[src/sv/csp_pkg.sv]
package csp_pkg;

	// Field widths
	localparam int COUNT_BITS  = 28;
	localparam int LENGTH_BITS = 40;
	localparam int BYTE_BITS   = 8;

	// Wide enough for the length sum to never wrap before saturation
	localparam int SUM_BITS =
		((LENGTH_BITS > COUNT_BITS) ? LENGTH_BITS : COUNT_BITS) + 2;
	// Room for count * 10 + 9 before saturation
	localparam int PROD_BITS = COUNT_BITS + 4;
	localparam int DIGIT_RADIX = 10;

	// Characters
	localparam logic [BYTE_BITS-1:0] CHAR_0 = 8'h30;
	localparam logic [BYTE_BITS-1:0] CHAR_9 = 8'h39;
	localparam logic [BYTE_BITS-1:0] CHAR_D = 8'h44;
	localparam logic [BYTE_BITS-1:0] CHAR_I = 8'h49;
	localparam logic [BYTE_BITS-1:0] CHAR_H = 8'h48;
	localparam logic [BYTE_BITS-1:0] CHAR_M = 8'h4D;
	localparam logic [BYTE_BITS-1:0] CHAR_N = 8'h4E;
	localparam logic [BYTE_BITS-1:0] CHAR_P = 8'h50;
	localparam logic [BYTE_BITS-1:0] CHAR_S = 8'h53;

	typedef enum logic [1:0] {
		KIND_TOKEN = 2'd0,
		KIND_ERROR = 2'd1,
		KIND_END   = 2'd2
	} kind_t;

	typedef enum logic [2:0] {
		OP_D = 3'd0,
		OP_I = 3'd1,
		OP_H = 3'd2,
		OP_M = 3'd3,
		OP_N = 3'd4,
		OP_P = 3'd5,
		OP_S = 3'd6
	} op_t;

	localparam int KIND_BITS = $bits(kind_t);
	localparam int OP_BITS   = $bits(op_t);

	// Output tdata layout, lowest bit first
	localparam int KIND_LSB      = 0;
	localparam int OP_LSB        = KIND_LSB + KIND_BITS;
	localparam int COUNT_LSB     = OP_LSB + OP_BITS;
	localparam int LENGTH_LSB    = COUNT_LSB + COUNT_BITS;
	localparam int PAYLOAD_BITS  = LENGTH_LSB + LENGTH_BITS;
	localparam int OUT_DATA_BITS = ((PAYLOAD_BITS + 7) / 8) * 8;

	// Output queue
	localparam int FIFO_DEPTH = 4;
	localparam int FIFO_AW    = $clog2(FIFO_DEPTH);

	typedef struct packed {
		kind_t                    kind;
		op_t                      op;
		logic [COUNT_BITS-1:0]    count;
		logic [LENGTH_BITS-1:0]   length;
		logic                     last;
	} result_t;

	typedef struct packed {
		logic valid;
		op_t  op;
	} op_decode_t;

	function automatic op_decode_t decode_op(logic [BYTE_BITS-1:0] b);
		op_decode_t d;
		d.valid = 1'b1;
		case (b)
			CHAR_D:  d.op = OP_D;
			CHAR_I:  d.op = OP_I;
			CHAR_H:  d.op = OP_H;
			CHAR_M:  d.op = OP_M;
			CHAR_N:  d.op = OP_N;
			CHAR_P:  d.op = OP_P;
			CHAR_S:  d.op = OP_S;
			default: begin
				d.valid = 1'b0;
				d.op    = OP_D;
			end
		endcase
		return d;
	endfunction

endpackage

[src/sv/cigar_string_parser.sv]
// CIGAR string parser. Takes one ASCII byte per transfer on the input stream
// (tlast marks the final byte of a string) and emits token, error and
// end-of-string results on the output stream, one result per transfer. A
// byte is registered in an input stage, then decoded and pushed into a
// four-entry result queue once the queue has room, and its results leave
// from the head of that queue. One byte is taken per cycle as long as the
// queue has two free entries; a byte that gives two results (an op or a bad
// byte on the final byte of a string) needs two output transfers, so a run
// of such bytes is limited by the single output port.
module cigar_string_parser (
	input  logic                              clk,
	input  logic                              arst_n,
	input  logic                              s_axis_tvalid,
	output logic                              s_axis_tready,
	// text_byte
	input  logic [csp_pkg::BYTE_BITS-1:0]     s_axis_tdata,
	input  logic                              s_axis_tlast,
	output logic                              m_axis_tvalid,
	input  logic                              m_axis_tready,
	// result_kind, op_code, run_count, extra_length, zero pad
	output logic [csp_pkg::OUT_DATA_BITS-1:0] m_axis_tdata,
	output logic                              m_axis_tlast
);
	import csp_pkg::*;

	localparam logic [FIFO_AW:0] FIFO_ROOM = (FIFO_AW + 1)'(FIFO_DEPTH - 2);

	// Input stage
	logic                   valid_s1;
	logic [BYTE_BITS-1:0]   byte_s1;
	logic                   eos_s1;
	logic                   fire_s1;

	// Parser state
	logic [COUNT_BITS-1:0]  digit_q, digit_d;
	logic [LENGTH_BITS-1:0] length_q, length_d;
	logic                   error_q, error_d;

	// Result queue
	result_t                fifo_q [FIFO_DEPTH];
	logic [FIFO_AW-1:0]     wr_ptr_q, rd_ptr_q;
	logic [FIFO_AW:0]       count_q;
	logic                   pop;

	// Decode results
	result_t                res0, res1;
	logic [1:0]             n_push;
	op_decode_t             dec;
	logic [PROD_BITS-1:0]   prod;
	logic [COUNT_BITS-1:0]  digit_sat;
	logic signed [SUM_BITS-1:0] len_ext, cnt_ext, len_sum;
	logic [SUM_BITS-LENGTH_BITS:0] sum_hi;
	logic [LENGTH_BITS-1:0] len_upd;
	logic                   is_digit;
	result_t                head;

	assign fire_s1       = valid_s1 && (count_q <= FIFO_ROOM);
	assign s_axis_tready = !valid_s1 || fire_s1;
	assign pop           = m_axis_tvalid && m_axis_tready;

	// Register the incoming byte
	always_ff @(posedge clk or negedge arst_n) begin
		if (!arst_n) begin
			valid_s1 <= 1'b0;
		end else if (s_axis_tready) begin
			valid_s1 <= s_axis_tvalid;
		end
	end

	always_ff @(posedge clk) begin
		if (s_axis_tvalid && s_axis_tready) begin
			byte_s1 <= s_axis_tdata;
			eos_s1  <= s_axis_tlast;
		end
	end

	// Digit accumulate with saturation
	always_comb begin
		prod = PROD_BITS'(digit_q) * PROD_BITS'(DIGIT_RADIX)
			+ PROD_BITS'(byte_s1 - CHAR_0);
		digit_sat = (|prod[PROD_BITS-1:COUNT_BITS]) ? '1 : prod[COUNT_BITS-1:0];
	end

	// Extra length update with signed saturation
	always_comb begin
		dec     = decode_op(byte_s1);
		len_ext = SUM_BITS'(signed'(length_q));
		cnt_ext = signed'(SUM_BITS'(digit_q));
		case (dec.op)
			OP_I:       len_sum = len_ext - cnt_ext;
			OP_D, OP_N: len_sum = len_ext + cnt_ext;
			default:    len_sum = len_ext;
		endcase
		sum_hi = len_sum[SUM_BITS-1:LENGTH_BITS-1];
		if ((&sum_hi) || !(|sum_hi)) begin
			len_upd = len_sum[LENGTH_BITS-1:0];
		end else if (len_sum[SUM_BITS-1]) begin
			len_upd = {1'b1, {(LENGTH_BITS-1){1'b0}}};
		end else begin
			len_upd = {1'b0, {(LENGTH_BITS-1){1'b1}}};
		end
	end

	// Build results and next state for the registered byte
	always_comb begin
		is_digit = byte_s1 inside {[CHAR_0:CHAR_9]};
		digit_d  = digit_q;
		length_d = length_q;
		error_d  = error_q;
		n_push   = 2'd0;
		res0     = '{kind: KIND_TOKEN, op: OP_D, count: '0, length: '0, last: 1'b0};
		res1     = res0;

		if (!error_q) begin
			if (is_digit) begin
				digit_d = digit_sat;
			end else if (dec.valid) begin
				length_d    = len_upd;
				digit_d     = '0;
				res0.kind   = KIND_TOKEN;
				res0.op     = dec.op;
				res0.count  = digit_q;
				res0.length = len_upd;
				res0.last   = !eos_s1;
				n_push      = 2'd1;
			end else begin
				error_d     = 1'b1;
				res0.kind   = KIND_ERROR;
				res0.length = length_q;
				res0.last   = !eos_s1;
				n_push      = 2'd1;
			end
		end

		// Append the end summary and clear the state
		if (eos_s1) begin
			if (n_push == 2'd0) begin
				res0.kind   = KIND_END;
				res0.op     = OP_D;
				res0.count  = '0;
				res0.length = length_d;
				res0.last   = 1'b1;
			end else begin
				res1.kind   = KIND_END;
				res1.length = length_d;
				res1.last   = 1'b1;
			end
			n_push   = n_push + 2'd1;
			digit_d  = '0;
			length_d = '0;
			error_d  = 1'b0;
		end
	end

	// Advance parser state
	always_ff @(posedge clk or negedge arst_n) begin
		if (!arst_n) begin
			digit_q  <= '0;
			length_q <= '0;
			error_q  <= 1'b0;
		end else if (fire_s1) begin
			digit_q  <= digit_d;
			length_q <= length_d;
			error_q  <= error_d;
		end
	end

	// Write results into the queue
	always_ff @(posedge clk) begin
		if (fire_s1) begin
			if (n_push != 2'd0) begin
				fifo_q[wr_ptr_q] <= res0;
			end
			if (n_push == 2'd2) begin
				fifo_q[wr_ptr_q + FIFO_AW'(1)] <= res1;
			end
		end
	end

	// Queue pointers and fill count
	always_ff @(posedge clk or negedge arst_n) begin
		if (!arst_n) begin
			wr_ptr_q <= '0;
			rd_ptr_q <= '0;
			count_q  <= '0;
		end else begin
			if (fire_s1) begin
				wr_ptr_q <= wr_ptr_q + FIFO_AW'(n_push);
			end
			if (pop) begin
				rd_ptr_q <= rd_ptr_q + FIFO_AW'(1);
			end
			count_q <= count_q + (FIFO_AW + 1)'(fire_s1 ? n_push : 2'd0)
				- (FIFO_AW + 1)'(pop);
		end
	end

	// Present the queue head
	assign head          = fifo_q[rd_ptr_q];
	assign m_axis_tvalid = (count_q != '0);
	assign m_axis_tlast  = head.last;

	always_comb begin
		m_axis_tdata = '0;
		m_axis_tdata[KIND_LSB +: KIND_BITS]     = head.kind;
		m_axis_tdata[OP_LSB +: OP_BITS]         = head.op;
		m_axis_tdata[COUNT_LSB +: COUNT_BITS]   = head.count;
		m_axis_tdata[LENGTH_LSB +: LENGTH_BITS] = head.length;
	end

endmodule

[config.mk]
export PLATFORM = sky130hd
export DESIGN_NAME = cigar_string_parser
export DESIGN_NICKNAME = d
export VERILOG_FILES = /design/src/sv/csp_pkg.sv /design/src/sv/cigar_string_parser.sv
export SDC_FILE = /design/constraint.sdc
export NUM_CORES = 1
export LEC_CHECK = 0
export BUFFER_PORTS_ARGS = -buffer_cell sky130_fd_sc_hd__clkbuf_2
export CAP_MARGIN = 15
export CELL_PAD_IN_SITES_DETAIL_PLACEMENT = 1
export CELL_PAD_IN_SITES_GLOBAL_PLACEMENT = 2
export CORE_UTILIZATION = 45
export DETAILED_ROUTE_END_ITERATION = 10
export PLACE_DENSITY = 0.95
export SLEW_MARGIN = 15
export SYNTH_ARGS = -nofsm -noshare
export SYNTH_HDL_FRONTEND = slang
export SYNTH_SLANG_ARGS = --single-unit
[constraint.sdc]
create_clock -name clk -period 12.2 [get_ports clk]
set_input_delay 1.22 -clock clk [delete_from_list [all_inputs] [get_ports clk]]
set_output_delay 1.22 -clock clk [all_outputs]
set_load 0.1 [all_outputs]
Word-level counts from Yosys, hierarchy flattened
Memories as Yosys holds them, arrays and structs flattened.
Cells that the tools add are included.
Operators by class
  multiplexer cells: 39
  equality and inequality tests: 11
  reduce and logical (&&, ||, !) cells: 20
  $lt $le $gt $ge: 3
  multiply operators: 1
  add/subtract/negate cells: 10
Operators by type and width (number)
  two-way mux 40 bit: 6
  two-way mux 74 bit: 2
  two-way mux 73 bit: 2
  two-way mux 28 bit: 5
  two-way mux 41 bit: 3
  one-hot mux 42 bit (2 select lines): 1
  == test 8 x 7 -> 1 bit (second input constant): 7
  adder 40 x 29 -> 41 bit: 1
  subtractor 40 x 29 -> 41 bit: 1
  adder 32 bit: 1
  multiplier 28 x 3 -> 31 bit (second input constant): 1
  two-way mux 31 bit: 1
  one-hot mux 3 bit (6 select lines): 1
  two-way mux 1 bit: 14
  subtractor 8 x 6 -> 9 bit (second input constant): 1
  greater-or-equal comparator 8 x 6 -> 1 bit (second input constant): 1
  <= comparator 8 x 6 -> 1 bit (second input constant): 1
  two-way mux 2 bit: 4
  OR reduction 7 bit: 1
  adder 2 x 1 -> 2 bit (second input constant): 3
  AND reduction 3 bit: 2
  nonzero test 3 bit: 2
  logical AND 1 bit: 4
  OR reduction 4 bit: 1
  other kinds (15): 18
Word-level totals
  flip-flop bits (word level): 86
  logic and storage cells: 94
  input port bits: 13
  memory bits (writable): 296
  memories kept: 1
  output and inout bits: 83
Memory list
  fifo_q: depth 4, bits a word 74, rd ports 1, clocked after memory_dff 0, write ports 2, RTL line cigar_string_parser.sv:40  | result_t fifo_q [FIFO_DEPTH];

Longest topological paths before layout
Gate-level depths: netlist of run 1.
  word-level depth: 14
  mapped depth: 26
  depth with buffers taken out: 24

Worst setup path after synthesis of run 1
Ideal clock, no wire load.
  path kind: register to register
  start point: register digit_q[14]
  end point: memory fifo_q[2][28] in the netlist's numbering (data pin)
  path buffers: 3
  arrival time: 5481 ps
  data required time: 12053 ps
  cell stages (with the launch flop): 22
  path slack: 6573 ps
  setup time: 147 ps
  cell sequence: dfrtp_1 -> buf_4 -> or4_4 -> or4_1 -> or2_2 -> nor2_1 -> clkinv_1 -> o41ai_1 -> xnor2_1 -> ha_1 -> clkbuf_1 -> nand4_1 -> or3_1 -> nor2_1 -> o311ai_0 -> a41oi_1 -> xnor2_2 -> clkbuf_1 -> nand2_1 -> a31oi_1 -> nand2_1 -> a21oi_1
RTL lines
  from (decl): RTL line cigar_string_parser.sv:35  | logic [COUNT_BITS-1:0] digit_q, digit_d;
  from (signal assigned): RTL line cigar_string_parser.sv:162  | digit_q <= digit_d;
  to (decl): RTL line cigar_string_parser.sv:40

==> metrics.txt, run 1 <==
status=completed; gr usage total=0.312; Synth area leader=edfxtp_1; number of diodes=0; post-route cell area=approximately 0.026 sq mm; Area Overhead vs Synth=10.3%; # hold bufs at CTS=0; die height=between 200 and 250 um; core footprint=~0.053 sq mm; Total Power=roughly 6600 uW; commonest cells in the netlist=nand2_1, a21oi_1, edfxtp_1, o21ai_0, clkbuf_1; reg2reg end=fifo_q[3][29]; worst-case reg-to-reg path depth=19; WS Path Type=register to register; ys async rst share=0.202; Worst-Skew Late Latency=roughly 0.58 ns; post-route ant nets=0; Top FF cell, synth=edfxtp_1; clk root buf=clkbuf_16; Hold WC Path Type=register to register; Seq cells post-synth=382; WHS Endpoint=fifo_q[1][72]; Final Non-Filler Cells=3133; Critical Path RT=between 10 and 15 ns; Syn Area/Cell=9.96 sq um; Starting Density=0.456; Remaining Overflow, GRT=0; vias in the first global route=~22000; Max-cap violations=0; Die X=~230 um; CP arrival=roughly 7.4 ns; nets=between 2000 and 3000; I/O pin count=between 90 and 100; Top delay family on crit path=simple AND/OR/NAND/NOR gates; Max Clk Rate=approximately 140 MHz; Critical Path Max Stage Delay=between 0.8 and 0.9 ns; share of layout cells above drive strength 1=0.130; RSZ-0062 raised after global routing=no; crit path cell chain=or4_4, or4_1, or2_2, nor2_1, clkinv_1, o41ai_1, xnor2_1, ha_1, nand4_1, or3_1, nor2_1, o311ai_0, a41oi_1, xnor2_2, buf_4, a21oi_2, nand2_1, a21oi_1, nor3_1; Rel. slew slack=0.298; hold path start=fifo_q[1][72]; Cells on Worst Hold Path=2; post-detail-place hpwl=59.2 mm; Crit. End Element=register; number of DRC markers in iteration 0=~2000; IO buf count=between 80 and 90; drt pass-1 iters=6; # setup viols final=0; WL/cell=27.2 um; Clock Skew=0.0149 ns; Yosys Warn Count=0; Setup Fix Bufs, Post-CTS=0; initial antenna violation count=0; CTS resizes=0; Site Rows=84; total negative slack=0 ns; routed via count=around 21000; Slew @ Worst Pin=~1.0 ns; largest net degree at the start of global routing=52; Peak VDD IR=between 150 and 200 uV; main area contributors after synthesis=edfxtp_1, dfxtp_1, dfrtp_1; final hold vios=0; placed insts=a little over 3000; most frequent cell after synthesis=nand2_1; first-pass GRT wire length=130 mm; leakage=approximately 0.010 uW; die area=approximately 0.054 sq mm; clock transition at the registers of the reported paths=0.07 ns; Final min period=~7.2 ns; H-Tree Depth=2; Max Slew Vio Count=0; CP dominant cell by count=nor2_1; Syn Inst Count=around 2400; sequential share of the synthesized area=0.409; Bufs on Longest Clock Path=3; number of synthesized flops with an enable pin=between 150 and 200; critical path startpoint category=register; Cell Area, Synth=between 0.02 and 0.025 sq mm; Slowest-stage cell, CP=a21oi_2; final core occ=0.503; CTS tree=yes; DRC viols=0; GPL Wtd Cong=0.958; CP Max Fanout=25; PwrDens=around 250 mW/mm^2; reg2reg start=digit_q[12]; Vias/cell=around 6.7; Post-Place Cell Area=~0.025 sq mm; final WL=85.1 mm; Sink Count=between 300 and 400; cts bufs inserted=42; Yosys cell types=88; Yosys top cell area share=0.222; R2R setup slack=a little over 5 ns; crit path buf inv count=2; crit share post-route=0.586
## worst max-delay path by stage
stage,from,to,slack [ns],depth (start not counted)
floorplan,digit_q[14],fifo_q[2][28],6.57,21
global placement,byte_s1[5],fifo_q[1][29],5.23,20
detailed placement,byte_s1[5],fifo_q[3][29],4.89,20
CTS,byte_s1[5],fifo_q[3][29],4.86,20
global route,byte_s1[5],fifo_q[0][10],4.67,18
finish,digit_q[12],fifo_q[3][29],5.05,19
## cell families (layout without fill, tap and decap cells)
logic type	count (synthesis)	after routing	synth area share
AOI/OAI and AO/OA	849	849	0.244
xor gates and xnor gates	117	117	0.0444
adders and majority gates	155	155	0.0806
buffers and inverters	226	257	0.0373
DFF	382	382	0.409
muxes	77	77	0.0708
other	1	7	0.000156
and+or+nand+nor	601	601	0.114
## cell type report
type,instances,area (sq um)
inverters,49,184
multi-input cells,1806,13400
fillers,5769,26100
clock buffers,63,1300
well taps,688,861
clock inverters,15,123
flip-flops and latches,382,9810
repair buffers,130,763
## flip-flops by register name (all words and copies together), names as in the netlist
register	cells
rd_ptr_q	2
byte_s1	8
length_q	40
eos_s1	1
valid_s1	1
wr_ptr_q	2
fifo_q	296
count_q	3
error_q	1
digit_q	28
## placed cells by master (no fill, tap or decap), drive strengths merged, types with 77 or more instances in the layout
master and n:
nand2 284, a21oi 198, edfxtp 177, o21ai 159, clkbuf 150, ha 135
dfxtp 128, a22o 119, nor2 105, xnor2 85, dfrtp 77
## metal layers
metal | up-vias | global-route usage | routed length [um]
met2 | 913 | 0.516 | 40500
met3 | 227 | 0.0485 | 6200
met1 | 10700 | 0.404 | 34700
met4 | 0 | 0.135 | 3780
met5 | - | 0 | 0
li1 | 9251 | - | -
## power breakdown
group	total (uW)	internal [uW]	switching, uW	leakage, uW
registers	1870	1550	313	0.00370
logic	3430	915	2510	0.00610
clock network	1310	761	550	0.000695
total	6600	3230	3370	0.0105
## worst register-to-register path: stages (launching register included)
cell	delay, ns
dfrtp_1	0.54
or4_4	0.58
or4_1	0.42
or2_2	0.32
nor2_1	0.11
clkinv_1	0.29
o41ai_1	0.41
xnor2_1	0.13
ha_1	0.47
nand4_1	0.17
or3_1	0.41
nor2_1	0.14
o311ai_0	0.21
a41oi_1	0.45
xnor2_2	0.18
buf_4	0.28
a21oi_2	0.86
nand2_1	0.41
a21oi_1	0.36
nor3_1	0.12
## metrics by stage
| step | hold WS [ns] | setup WS, ns |
|---|---|---|
| final | 0.457 | 5.05 |
| after global routing | 0.487 | 4.67 |
| after floorplan | 0.420 | 6.57 |
| after global placement | 0.429 | 5.23 |
| after CTS | 0.462 | 4.86 |
| after detailed placement | 0.448 | 4.89 |
(Power assumes the default switching activity.)
==> run 2: changes to the inputs <==
--- a/config.mk
+++ b/config.mk
@@ -5,13 +5,14 @@
 export SDC_FILE = /design/constraint.sdc
 export NUM_CORES = 1
 export LEC_CHECK = 0
+export ABC_AREA = 1
 export BUFFER_PORTS_ARGS = -buffer_cell sky130_fd_sc_hd__clkbuf_2
 export CAP_MARGIN = 15
 export CELL_PAD_IN_SITES_DETAIL_PLACEMENT = 1
 export CELL_PAD_IN_SITES_GLOBAL_PLACEMENT = 2
-export CORE_UTILIZATION = 45
+export CORE_UTILIZATION = 33
 export DETAILED_ROUTE_END_ITERATION = 10
-export PLACE_DENSITY = 0.95
+export PLACE_DENSITY = 0.87
 export SLEW_MARGIN = 15
 export SYNTH_ARGS = -nofsm -noshare
 export SYNTH_HDL_FRONTEND = slang
==> constraint.sdc (replaced) <==
create_clock -name clk -period 5.95 [get_ports clk]
set_input_delay 0.595 -clock clk [delete_from_list [all_inputs] [get_ports clk]]
set_output_delay 0.595 -clock clk [all_outputs]
set_load 0.1 [all_outputs]
==> run 2 against run 1 <==
Design area rose by 12%. Total power up 140%. Non-clock buffer count grew 28. Largest power group unchanged. Critical path depth increased by 10. Fmax rose by 31%. Flip-flop and latch count unchanged. Clock skew is 0.0045 ns higher. Final cell count rose by 56%. Via count up 26%. Highest routed layer unchanged. Global-route usage down 6.5 points.
==> metrics.txt, run 2 <==
Seq pwr share=0.238 (was 0.283); Syn Inst Count=3781 (was 2408); Crit. End Element=register (unchanged); Vias/cell=5.44 (was 6.73); Synth area leader=edfxtp_1 (unchanged); Yosys top cell area share=0.199 (was 0.222); vias in the first global route=26700 (was 21800); CP arrival=5.89 ns (was 7.42 ns); nets=3944 (was 2563); post-detail-place hpwl=70.7 mm (was 59.2 mm); share of layout cells above drive strength 1=0.0917 (was 0.130); clk root buf=clkbuf_16 (unchanged); WS Path Type=register to register (unchanged); initial antenna violation count=0 (unchanged); Top FF cell, synth=edfxtp_1 (unchanged); most frequent cells in the layout=nand2_1, o21ai_0, nand3_1, nor2_1, inv_1 (was nand2_1, a21oi_1, edfxtp_1, o21ai_0, ha_1); switching share of power=0.583 (was 0.511); routed via count=26500 (was 21100); commonest cells in the netlist=nand2_1, o21ai_0, nand3_1, nor2_1, inv_1 (was nand2_1, a21oi_1, edfxtp_1, o21ai_0, clkbuf_1); Yosys Warn Count=0 (unchanged); register area=0.00981 sq mm (unchanged); Hold WC Path Type=primary input to register (was register to register); Largest Register=fifo_q (unchanged); Clock Skew=0.0195 ns (was 0.0149 ns); Fin Hold WS=0.188 ns (was 0.457 ns); biggest regs=fifo_q (296), length_q (40), digit_q (28) (unchanged); Sink Count=382 (unchanged); most common cell after layout, fill and taps aside=nand2_1 (unchanged); Layout fillers=10000 (was 5769); Syn Area/Cell=7.05 sq um (was 9.96 sq um); Cell Area, Synth=0.0267 sq mm (was 0.0240 sq mm); # setup viols final=0 (unchanged); Slew @ Worst Pin=1.06 ns (was 1.04 ns); P_int=6500 uW (was 3230 uW); CP dominant cell by count=nand2_1 (was nor2_1); Setup Fix Bufs, Post-CTS=0 (unchanged); leakage=0.0138 uW (was 0.0105 uW); WL/cell=21.0 um (was 27.2 um); post-route ant nets=0 (unchanged); Max Clk Rate=184 MHz (was 140 MHz); Critical Path Max Stage Delay=0.54 ns (was 0.85 ns); Critical Path RT=6.39 ns (was 12.47 ns); IO buf count=88 (unchanged); crit share post-route=0.915 (was 0.586); GPL Wtd Cong=0.904 (was 0.958); largest net degree at the start of global routing=86 (was 52); Bufs on Longest Clock Path=3 (unchanged); PwrDens=526 mW/mm^2 (was 250 mW/mm^2); Site Rows=103 (was 84); CP Max Fanout=18 (was 25); most frequent cell after synthesis=nand2_1 (unchanged); Die X=286 um (was 233 um); RSZ-0062 raised after global routing=no (unchanged); Peak VDD IR=485 uV (was 152 uV); final hold vios=0 (unchanged); gr usage total=0.247 (was 0.312); Largest register FFs=296 (unchanged); number of synthesized flops with an enable pin=177 (unchanged); Max-cap violations=0 (unchanged); first-pass GRT wire length=159 mm (was 130 mm); status=completed (unchanged); number of diodes=0 (unchanged); Remaining Overflow, GRT=0 (unchanged); die height=286 um (was 233 um); Max Slew Vio Count=0 (unchanged); Area Overhead vs Synth=11.0% (was 10.3%); Yosys cell types=58 (was 88); H-Tree Depth=2 (unchanged); cts bufs inserted=42 (unchanged); die area=0.0820 sq mm (was 0.0542 sq mm); number of DRC markers in iteration 0=1858 (was 2056); Slowest-stage cell, CP=dfrtp_1 (was a21oi_2); Total Power=15600 uW (was 6600 uW); Seq cells post-synth=382 (unchanged); ys async rst share=0.202 (unchanged); switching power=9090 uW (was 3370 uW); Starting Density=0.335 (was 0.456); Final min period=5.45 ns (was 7.15 ns); total negative slack=0 ns (unchanged); core footprint=0.0795 sq mm (was 0.0526 sq mm); Multi-input gate area=0.0151 sq mm (was 0.0134 sq mm); sequential share of the synthesized area=0.368 (was 0.409); clock transition at the registers of the reported paths=0.06 ns (was 0.07 ns); DRC viols=0 (unchanged); CTS tree=yes (unchanged); I/O pin count=96 (unchanged); critical path startpoint category=register (unchanged); combinational power share=0.597 (was 0.519); main area contributors after synthesis=edfxtp_1, nand2_1, dfxtp_1 (was edfxtp_1, dfxtp_1, dfrtp_1); Rel. slew slack=0.294 (was 0.298); Clock power frac=0.165 (was 0.199); Worst-Skew Late Latency=0.59 ns (was 0.58 ns); final WL=102 mm (was 85.1 mm); drt pass-1 iters=5 (was 6)
-- run 2: cells by family (layout without fill, tap and decap cells) --
| family | Yosys count | in the layout | synth area share |
|---|---|---|---|
| compound gates | 757 | 757 | 0.163 |
| xor+xnor | 93 | 93 | 0.0305 |
| fa+ha+maj | 139 | 139 | 0.0663 |
| buf+inv | 488 | 527 | 0.0717 |
| flops | 382 | 382 | 0.368 |
| other cells | 1 | 7 | 0.000141 |
| simple gates | 1921 | 1921 | 0.300 |
-- run 2: layer usage --
layer | GRT usage | vias to the layer above | part of all wire
met1 | 0.341 | 13100 | 0.46
met5 | 0 | - | 0
met4 | 0.0533 | 0 | 0.017
met3 | 0.0227 | 115 | 0.048
met2 | 0.418 | 661 | 0.47
li1 | - | 12700 | -
-- run 2: cell type report --
cell class | count | share of cell area
Tap cell | 1050 | 0.0444
Clock inverter | 16 | 0.00444
Multi-Input combinational cell | 2917 | 0.509
Inverter | 291 | 0.0370
Sequential cell | 382 | 0.331
Timing Repair Buffer | 158 | 0.0336
Clock buffer | 62 | 0.0402
-- run 2: critical path, delay by kind of cell, from the launching register on --
| kind | cells | cell delay, ns |
|---|---|---|
| AOI/OAI and AO/OA | 2 | 0.40 |
| xor gates and xnor gates | 1 | 0.18 |
| adders and majority gates | 1 | 0.41 |
| buffers and inverters | 4 | 0.70 |
| DFF | 1 | 0.54 |
| and+or+nand+nor | 21 | 3.04 |
-- run 2: path summary, 6_finish.rpt --
path	startpoint	endpoint	slack [ns]	depth (start not counted)
max	digit_q[2]	fifo_q[3][21]	0.50	29
min	s_axis_tdata[7]	byte_s1[7]	0.19	1
max reg2reg	digit_q[2]	fifo_q[3][21]	0.50	29
min reg2reg	fifo_q[0][64]	fifo_q[0][64]	0.48	2
max in group asynchronous	arst_n	rd_ptr_q[0]	4.20	3
min in group asynchronous	arst_n	length_q[24]	0.49	2
-- run 2: metrics by stage --
step | util | cell area (sq um) | setup WS, ns | std cells
floorplan | - | 26700 | 1.57 | 3787
global placement | 0.355 | 28300 | 0.398 | 4797
detailed placement | 0.355 | 28300 | 0.279 | 4797
CTS | 0.372 | 29600 | 0.224 | 4876
global route | 0.372 | 29600 | 0.100 | 4876
finish | 0.372 | 29600 | 0.505 | 4876
-- run 2: timing repair --
item | in CTS | in global routing
hold buffers | 1 | 0
resized for setup | 0 | 3
setup endpoints to repair | 0 | 120
endpoints found under the hold margin | 21 | 0
-- run 2: power groups by stage --
stage / logic [uW] / clock network (uW) / registers (uW)
CTS: 9290 / 2610 / 3700
finish: 9310 / 2570 / 3710
detailed placement: 9250 / 0 / 3750
floorplan: 6900 / 0 / 3490
global placement: 9170 / 0 / 3740
global route: 9900 / 2700 / 3750
==> run 3: changes to the inputs <==
==> config.mk (replaced) <==
export PLATFORM = sky130hd
export DESIGN_NAME = cigar_string_parser
export DESIGN_NICKNAME = d
export VERILOG_FILES = /design/src/sv/csp_pkg.sv /design/src/sv/cigar_string_parser.sv
export SDC_FILE = /design/constraint.sdc
export NUM_CORES = 1
export LEC_CHECK = 0
export ABC_AREA = 1
export CAP_MARGIN = 15
export CORE_UTILIZATION = 50
export DETAILED_ROUTE_END_ITERATION = 10
export DONT_BUFFER_PORTS = 1
export PLACE_DENSITY = 0.78
export SLEW_MARGIN = 15
export SYNTH_ARGS = -nofsm -noshare
export SYNTH_HDL_FRONTEND = slang
export SYNTH_SLANG_ARGS = --single-unit
==> run 3 against run 2 <==
Combinational power fell by 3.3%. Die area fell by 34%. Wire length fell by 17%. Flip-flop and latch count did not move. Fmax fell by 1.2%. Clock power fell by 5%. Clock skew fell by 0.0022 ns.
==> metrics.txt, run 3 (same netlist as run 2, synthesis figures left out) <==
status=completed (unchanged); Crit. End Element=register (unchanged); I/O pin count=96 (unchanged); final WL=85.4 mm (was 102 mm); clock transition at the registers of the reported paths=0.07 ns (was 0.06 ns); CP arrival=5.96 ns (was 5.89 ns); leakage=0.0136 uW (was 0.0138 uW); core footprint=0.0527 sq mm (was 0.0795 sq mm); drt pass-1 iters=6 (was 5); critical path startpoint category=register (unchanged); busiest grt layer=met2 (unchanged); Site Rows=84 (was 103); die height=233 um (was 286 um); Largest register FFs=296 (unchanged); Cells on Worst Hold Path=0 (was 1); biggest regs=fifo_q (296), length_q (40), digit_q (28) (unchanged); Max Clk Rate=181 MHz (was 184 MHz); H-Tree Depth=2 (unchanged); Fin Hold WS=0.113 ns (was 0.188 ns); Bufs on Longest Clock Path=3 (unchanged); hold path start=s_axis_tdata[0] (was s_axis_tdata[7]); WS Path Type=register to register (unchanged); met3 Usage GRT=0.0544 (was 0.0227); GPL Wtd Cong=0.968 (was 0.904); Seq pwr share=0.246 (was 0.238); Rel. slew slack=0.187 (was 0.294); final hold vios=0 (unchanged); RSZ-0062 raised after global routing=no (unchanged); R2R setup slack=0.44 ns (was 0.50 ns); DRC viols=0 (unchanged); crit share post-route=0.927 (was 0.915); WHS Endpoint=byte_s1[0] (was byte_s1[7]); Critical Path Max Stage Delay=0.48 ns (was 0.54 ns); Area Overhead vs Synth=9.02% (was 11.0%); Final min period=5.51 ns (was 5.45 ns); number of DRC markers in iteration 0=3414 (was 1858); combinational power share=0.593 (was 0.597); Starting Density=0.507 (was 0.335); Critical Path RT=6.39 ns (about the same); Largest Register=fifo_q (unchanged); Hold WC Path Type=primary input to register (unchanged); final core occ=0.552 (was 0.372); Max-cap violations=0 (unchanged); Layout fillers=4879 (was 10000); placed insts=4342 (was 4797); Slew @ Worst Pin=1.22 ns (was 1.06 ns); Clock Skew=0.0173 ns (was 0.0195 ns); WL/cell=19.3 um (was 21.0 um); clk root buf=clkbuf_16 (unchanged); post-detail-place hpwl=57.9 mm (was 70.7 mm); Slowest-stage cell, CP=edfxtp_1 (was dfrtp_1); CTS tree=yes (unchanged); CP Max Fanout=20 (was 18); Worst-Skew Late Latency=0.58 ns (was 0.59 ns); share of layout cells above drive strength 1=0.0888 (was 0.0917); dpl ws=0.189 ns (was 0.279 ns); Die X=233 um (was 286 um); P_int=6380 uW (was 6500 uW); Remaining Overflow, GRT=0 (unchanged); reg2reg end=fifo_q[1][15] (was fifo_q[3][21]); worst-case reg-to-reg path depth=28 (was 29); Peak VDD IR=313 uV (was 485 uV); Sink Count=382 (unchanged); total negative slack=0 ns (unchanged); gr usage total=0.311 (was 0.247); # setup viols final=0 (unchanged); most common cell after layout, fill and taps aside=nand2_1 (unchanged); M1 GR Usage=0.414 (was 0.341); largest net degree at the start of global routing=97 (was 86); Clock power frac=0.161 (was 0.165); Final Non-Filler Cells=4419 (was 4876); routed via count=26200 (was 26500); Vias/cell=5.93 (was 5.44); IO buf count=0 (was 88); M2 GR Usage=0.505 (was 0.418); most frequent cells in the layout=nand2_1, o21ai_0, nand3_1, nor2_1, inv_1 (unchanged); final worst setup slack=0.436 ns (was 0.505 ns); post-route ant nets=0 (unchanged); initial antenna violation count=4 (was 0); vias in the first global route=24200 (was 26700); first-pass GRT wire length=133 mm (was 159 mm); Max Slew Vio Count=0 (unchanged); switching power=8790 uW (was 9090 uW); CP dominant cell by count=nand2_1 (unchanged); PwrDens=522 mW/mm^2 (was 526 mW/mm^2); die area=0.0543 sq mm (was 0.0820 sq mm); nets=3853 (was 3944); reg2reg start=byte_s1[4] (was digit_q[2]); cts bufs inserted=39 (was 42); switching share of power=0.580 (was 0.583)
==> run 3: cell types whose count changed in the layout (fill, tap and decap cells not counted), sizes merged <==
cell,change
diode,+2
inv,+1
bufinv,+1
clkinv,-2
clkbuf,-96
buf,-1
==> run 3: per-layer routing <==
| layer | wire [um] | up-vias |
|---|---|---|
| li1 | - | 12500 |
| met1 | 34800 | 12100 |
| met2 | 38900 | 1384 |
| met3 | 8780 | 217 |
| met4 | 2850 | 2 |
| met5 | 15 | - |
==> run 3: worst max-delay path: cells and delay by family (launching register included) <==
family,cells,cell delay (ns)
buffers and inverters,6,1.08
AO/OA/AOI/OAI,3,0.64
AND/OR/NAND/NOR,16,2.45
adder cells (fa/ha/maj),2,0.55
XOR/XNOR,1,0.18
flip-flops,1,0.48
==> run 3: power groups by stage <==
stage	clock, uW	combinational, uW	sequential, uW
2_1_floorplan	0	6900	3490
3_3_place_gp	0	8720	3740
3_5_place_dp	0	8800	3750
4_1_cts	2440	8850	3700
5_1_grt	2540	9510	3760
6_report	2440	9000	3730
==> run 3: final cells by class <==
class                      instances  area [sq um]  share of cell area
antenna                            2          5.00            0.000172
clock buffer                      53          1080              0.0371
clock inverter                    16           158             0.00542
inverter                         291          1100              0.0378
multi-input combinational       2917         15500               0.533
sequential                       382          9810               0.337
tap                              688           861              0.0296
timing repair buffer              70           568              0.0195
==> run 3: timing repair <==
| item | CTS | global route |
|---|---|---|
| hold buffers | 2 | 0 |
| hold endpoints to repair | 77 | 0 |
| resized for setup | 0 | 2 |
| setup buffers | 0 | 3 |
| setup endpoints to repair | 0 | 177 |
==> run 3: stage by stage <==
stage | total power, uW | instance area [sq um]
CTS | 15000 | 29000
detailed placement | 12600 | 27700
floorplan | 10400 | 26700
finish | 15200 | 29100
global placement | 12500 | 27700
global route | 15800 | 29100
==> run 3: how the worst max path moves through the flow <==
stage                from             to  slack [ns]  cells past startpoint
2_1_floorplan  digit_q[3]    digit_q[11]        1.57                     23
3_3_place_gp   byte_s1[4]  fifo_q[1][15]        0.36                     28
3_5_place_dp   byte_s1[4]  fifo_q[1][15]        0.19                     29
4_1_cts        byte_s1[4]  fifo_q[3][28]        0.14                     30
5_1_grt        digit_q[0]  fifo_q[3][15]        0.01                     28
6_report       byte_s1[4]  fifo_q[1][15]        0.44                     28
